--- src/hw/rtl/piw_pkg.sv ---
package piw_pkg;

    localparam int FRAC_BITS_DEF      = 16;
    localparam int MARGIN_LSB_DEF     = 7;

    localparam int DIV_QUOT_BITS      = 32;
    localparam int DIV_BITS_PER_STAGE = 4;
    localparam int DIV_STAGES         = DIV_QUOT_BITS / DIV_BITS_PER_STAGE;
    localparam int FRONT_STAGES       = 2;
    localparam int BACK_STAGES        = 5;
    localparam int PIPE_STAGES        = FRONT_STAGES + DIV_STAGES + BACK_STAGES;

    localparam logic [16:0]        TIME_STEP_RST    = 17'd197;
    localparam logic signed [31:0] GRAVITY_X_RST    = 32'sd0;
    localparam logic signed [31:0] GRAVITY_Y_RST    = -32'sd642253;
    localparam logic signed [31:0] GRAVITY_Z_RST    = 32'sd0;
    localparam logic [30:0]        WORLD_RST        = 31'd41943;
    localparam logic signed [17:0] WALL_DAMPING_RST = -18'sd32768;

    localparam logic signed [31:0] S32_MAX = 32'sh7fff_ffff;
    localparam logic signed [31:0] S32_MIN = 32'sh8000_0000;

    typedef enum logic [2:0] {
        CFG_TIME_STEP    = 3'd0,
        CFG_GRAVITY_X    = 3'd1,
        CFG_GRAVITY_Y    = 3'd2,
        CFG_GRAVITY_Z    = 3'd3,
        CFG_WORLD_X      = 3'd4,
        CFG_WORLD_Y      = 3'd5,
        CFG_WORLD_Z      = 3'd6,
        CFG_WALL_DAMPING = 3'd7
    } t_cfg_idx;

    localparam logic [1:0] AXIS_X = 2'd0;
    localparam logic [1:0] AXIS_Y = 2'd1;

    typedef logic signed [49:0] t_prod;

    typedef struct packed {
        logic [1:0]         axis;
        logic signed [31:0] position;
        logic signed [31:0] velocity;
        logic signed [31:0] acceleration;
        logic [30:0]        density;
        logic signed [31:0] prev_avg_velocity;
    } t_in;

    typedef struct packed {
        logic signed [31:0] new_position;
        logic signed [31:0] new_velocity;
        logic signed [31:0] new_avg_velocity;
        logic               wall_hit;
    } t_out;

    typedef struct packed {
        logic [31:0] rem;
        logic [31:0] work;
        logic [30:0] dens;
    } t_div_data;

    typedef struct packed {
        logic signed [31:0] position;
        logic signed [31:0] velocity;
        logic signed [31:0] prev_avg_velocity;
        logic [30:0]        world;
        logic signed [31:0] gdt;
        logic               neg;
        logic               zero;
        logic               ovf;
    } t_div_side;

    function automatic logic signed [31:0] sat32(input logic signed [63:0] x);
        if ((x[63:31] == '0) || (x[63:31] == '1)) begin
            return x[31:0];
        end
        return x[63] ? S32_MIN : S32_MAX;
    endfunction

    // floor shift of a fixed point product, then clip to 32 bits
    function automatic logic signed [31:0] fmul_shift(input t_prod p, input int frac);
        t_prod s;
        s = p >>> frac;
        return sat32(64'(s));
    endfunction

endpackage

--- src/hw/rtl/piw_div.sv ---
module piw_div (
    input  logic                               i_clk,
    input  logic                               i_rst_n,
    input  logic                               i_valid,
    input  logic [piw_pkg::DIV_STAGES-1:0]     i_en,
    input  piw_pkg::t_div_data                 i_data,
    input  piw_pkg::t_div_side                 i_side,
    output logic [piw_pkg::DIV_STAGES-1:0]     o_valid,
    output logic [piw_pkg::DIV_QUOT_BITS-1:0]  o_quot,
    output piw_pkg::t_div_side                 o_side
);
    import piw_pkg::*;

    logic [DIV_STAGES-1:0] r_v;
    logic [DIV_STAGES-1:0] w_src_v;
    t_div_data             r_d     [DIV_STAGES];
    t_div_side             r_s     [DIV_STAGES];
    t_div_data             w_src_d [DIV_STAGES];
    t_div_side             w_src_s [DIV_STAGES];
    t_div_data             n_d     [DIV_STAGES];

    always_comb begin
        w_src_v    = {r_v[DIV_STAGES-2:0], i_valid};
        w_src_d[0] = i_data;
        w_src_s[0] = i_side;
        for (int k = 1; k < DIV_STAGES; k++) begin
            w_src_d[k] = r_d[k-1];
            w_src_s[k] = r_s[k-1];
        end
    end

    // restoring division, a few quotient bits per stage
    always_comb begin
        t_div_data   d;
        logic [31:0] sh;
        for (int k = 0; k < DIV_STAGES; k++) begin
            d = w_src_d[k];
            for (int j = 0; j < DIV_BITS_PER_STAGE; j++) begin
                sh     = {d.rem[30:0], d.work[31]};
                d.work = {d.work[30:0], 1'b0};
                if (sh >= {1'b0, d.dens}) begin
                    d.rem     = sh - {1'b0, d.dens};
                    d.work[0] = 1'b1;
                end else begin
                    d.rem = sh;
                end
            end
            n_d[k] = d;
        end
    end

    always_ff @(posedge i_clk) begin
        if (!i_rst_n) begin
            r_v <= '0;
        end else begin
            for (int k = 0; k < DIV_STAGES; k++) begin
                if (i_en[k]) begin
                    r_v[k] <= w_src_v[k];
                end
            end
        end
    end

    always_ff @(posedge i_clk) begin
        for (int k = 0; k < DIV_STAGES; k++) begin
            if (i_en[k]) begin
                r_d[k] <= n_d[k];
                r_s[k] <= w_src_s[k];
            end
        end
    end

    assign o_valid = r_v;
    assign o_quot  = r_d[DIV_STAGES-1].work;
    assign o_side  = r_s[DIV_STAGES-1];

endmodule

--- config.mk ---
export PLATFORM = sky130hd
export DESIGN_NAME = piw_div
export DESIGN_NICKNAME = d
export VERILOG_FILES = /design/src/hw/rtl/piw_pkg.sv /design/src/hw/rtl/piw_div.sv
export SDC_FILE = /design/constraint.sdc
export NUM_CORES = 2
export LEC_CHECK = 0
export ABC_AREA = 1
export BUFFER_PORTS_ARGS = -buffer_cell sky130_fd_sc_hd__buf_4
export CAP_MARGIN = 40
export CORE_MARGIN = 10
export CORE_UTILIZATION = 36
export CTS_CLUSTER_SIZE = 24
export DETAILED_ROUTE_END_ITERATION = 6
export GPL_TIMING_DRIVEN = 0
export SKIP_CTS_REPAIR_TIMING = 1
export SLEW_MARGIN = 25
export SYNTH_ARGS = -nofsm -noshare
export SYNTH_HDL_FRONTEND = slang
export SYNTH_SLANG_ARGS = --single-unit
--- constraint.sdc ---
create_clock -name i_clk -period 24.2 [get_ports i_clk]
set_input_delay 4.84 -clock i_clk [delete_from_list [all_inputs] [get_ports i_clk]]
set_output_delay 4.84 -clock i_clk [all_outputs]
set_load 0.02 [all_outputs]
# After elaboration in Yosys (flattened, before gate mapping)
# Memories as Yosys holds them, arrays and structs flattened.
# Index checks and enable logic that the tools add are counted.
# word_totals
reg_bits,8
latch_bits,0
ram_bits,2056
romBits,0
inputBits,268
out_inout_bits,202
elab_cells,154
n_memories,2
# mem_list
memory,depth,width,read_ports,rd_clocked_by_memory_dff,write_ports,line,text
r_s,8,162,8,0,8,piw_div.sv:17,t_div_side r_s [DIV_STAGES];
r_d,8,95,8,0,8,piw_div.sv:16,t_div_data r_d [DIV_STAGES];
# op_classes
add_sub_neg,32
mul,0
div,0
n_lt_le_gt_ge,32
eq_ne,0
shifts,0
mux,80
n_bitwise,0
n_reduce_logical,0
# op_table
cell,n
32-bit by 31-bit >= comparator with 1-bit output,32
31-bit two-way mux,24
31-bit subtractor,24
32-bit two-way mux,8
32-bit by 31-bit subtractor with 32-bit output,8
1-bit two-way mux,48

# Depth between registers and ports, before layout
# depth
word_depth,8
depth_mapped,72
mapped_depth_nobuf,69

# Worst setup path after synthesis
# OpenSTA, ideal clock, no wires.
# synth_timing
path_kind,in2reg
start,input i_data[62] (netlist name)
end,memory r_d[0][63] (netlist name) (data pin)
setup_ns,0.131
arrival_ns,12.248
t_required_ns,24.069
slack_ns,11.821
cell_stages,63
path_buffers,6
cell_sequence,inv_1 -> ha_1 -> inv_1 -> fa_1 -> nand2_1 -> o21ai_1 -> nand2_1 -> nand2_1 -> nand2_1 -> nand3_1 -> nand2_1 -> nand2_2 -> buf_4 -> buf_2 -> o21ai_0 -> inv_1 -> ha_1 -> a21oi_1 -> (+27 left out) -> buf_6 -> nand2_1 -> o21ai_1 -> ha_1 -> a21oi_1 -> nand2_1 -> a21oi_1 -> o21ai_1 -> nand2_1 -> o211ai_1 -> nand4_1 -> nand3_1 -> nand2_1 -> nand2_1 -> a21oi_2 -> clkbuf_1 -> nand3_1 -> nand2_1
# synth_lines
element,line,text
from (decl),piw_div.sv:6,"input piw_pkg::t_div_data i_data,"
to (decl),piw_div.sv:16,

==> flow_summary.ini <==
[outcome]
outcome = completed

[critical_path]
crit_required_ns = 24.87
cp_slowest_cell = nor4_1
cp_common_cell = nand2_1
crit_family = simple AND/OR/NAND/NOR gates
critPathMaxFanout = 10
arrival_ns = 16.18
slowest_delay_ns = 0.71
critPathBufInv = 9
start_kind = primary input
cp-end-kind = register
path_class = primary input to register

[cts]
htreeDepth = 4
cts_buffers = 216
clock_latency_ns = 0.95
clkSinkCount = 1994
clockRootBuffer = clkbuf_16
clk_pin_slew_ns = 0.07
cts_tree = done
cts_buffer_depth = 4

[place]
place.port_buffers = 468
gp_congestion = 0.978
post-dp-hpwl_um = 369000

[global_routing]
first_global_vias = 100053
track_usage = 0.226
grt_max_degree = 87
antenna_found_initial = 40
overflow = 0
grt_pass1_wl_um = 655000

[layout]
fillers = 35907
seqCellArea_um2 = 59800
mostFrequentLayoutCell = nand2_1
final_cell_mix = 4026 x nand2_1, 1986 x edfxtp_1, 1579 x inv_1
layout-drive-gt1-share = 0.0943
nNetsFinal = 16747
syn_to_final_growth_pct = 13.5
multi_input_area_um2 = 60700

[floorplanning]
io_pins = 470
rows = 219
dieArea_um2 = 383000
coreArea_um2 = 357000
die_h_um = 619
die_x_um = 619
start_util = 0.362

[synth]
yosys.area.top_type = edfxtp_1
syn_avg_cell_area_um2 = 8.77
yosys_warnings = 0
netlist_instances = 14738
synth_top_area_frac = 0.461
synth_edf_count = 1986
synthFlopType = edfxtp_1
ys_top_cells_by_area = edfxtp_1 46%, nand2_1 12%, ha_1 9.6%
synth_cell_types = 64
netlist_area_um2 = 129000
yosysSeqAreaShare = 0.463
synth_fp_nets = 16029
async_flop_share = 0
ys_ff_latch = 1994

[detailed_routing]
firstDrtPassIters = 6
num_vias = 104809
drcViolationCount = 0
wl_per_cell_um = 22.2
routed_wl_um = 453000
viasPerCell = 5.14
drt_iter0_markers = 8370
ant_nets = 0

[sta]
setup_viol = 0
fin_setup_tns_ns = 0
worstMarginPinSlew_ns = 0.918
fin_crit_ns = 15.51
fin_skew_ns = 0.0958
finalCritPeriodShare = 0.641
maxSlewViolCount = 0
relSlewSlack = 0.382
rsz0062_at_grt = no
finalHoldViolCount = 0
fmax_mhz = 64.5

[flow_run]
maxCapViolCount = 0

[hold_path]
hp-class = register to register
## flip-flops by register name, indices dropped and copies added (netlist names)
signal	cells
r_d	690
o_valid	8
r_s	1296
## area by class of cell
type                            count  area share
Antenna cell                       12    0.000205
Clock buffer                      254      0.0379
Multi-Input combinational cell  10742       0.414
Timing Repair Buffer              500      0.0300
Buffer                            394      0.0186
Sequential cell                  1994       0.407
Inverter                         1608      0.0412
Clock inverter                    145      0.0106
Tap cell                         4751      0.0405
## synth_stat cells (all sizes together) (43+ instances only)
| master | number |
|---|---|
| edfxtp | 1986 |
| o21ai | 840 |
| ha | 992 |
| o21bai | 99 |
| xor2 | 378 |
| nand3 | 767 |
| or2 | 96 |
| buf | 371 |
| a21oi | 1118 |
| nor3 | 162 |
| nand4 | 184 |
| inv | 1606 |
| xnor2 | 380 |
| a21o | 147 |
| a31oi | 88 |
| nor2 | 1042 |
| nand3b | 46 |
| o21a | 77 |
| a21boi | 54 |
| nand2 | 4065 |
| nor4 | 43 |
## through the flow
step	std cells	util	area (um^2)	setup WS [ns]	hold WS [ns]
2_1_floorplan	14738	-	129000	11.82	0.400
3_3_place_gp	19957	0.389	139000	8.11	0.400
3_5_place_dp	19988	0.391	140000	8.24	0.405
4_1_cts	20387	0.411	147000	9.23	0.325
5_1_grt	20393	0.411	147000	8.11	0.339
6_report	20400	0.411	147000	8.69	0.330
## kinds of logic (layout without fill, tap and decap cells)
logic type               Yosys count  after routing  share of synthesized area
other                              0             12                          0
AND/OR/NAND/NOR                 6424           6424                      0.207
XOR/XNOR                         758            758                     0.0514
adder cells (fa/ha/maj)         1023           1023                      0.101
AO/OA/AOI/OAI                   2537           2537                      0.111
flip-flops                      1994           1994                      0.463
buffers and inverters           2002           2901                     0.0679
## worst paths after layout
path | start | endpoint | slack (ns) | cells after the start
max reg2reg | r_d[0][96] | r_d[0][281] | 11.79 | 57
min reg2reg | r_s[0][234] | r_s[0][396] | 0.33 | 0
max | i_data[12] | r_d[0][64] | 8.69 | 57
min | r_s[0][234] | r_s[0][396] | 0.33 | 0
## per-layer routing
metal / track usage / vias up / wire [um]
li1: - / 51651 / -
met1: 0.298 / 49312 / 196000
met2: 0.382 / 3165 / 212000
met3: 0.0252 / 677 / 23900
met4: 0.0884 / 4 / 20400
met5: 0 / - / 29
Power is not shown: default switching activity piles up to over one toggle a cycle in this logic, so the estimate is an artifact.
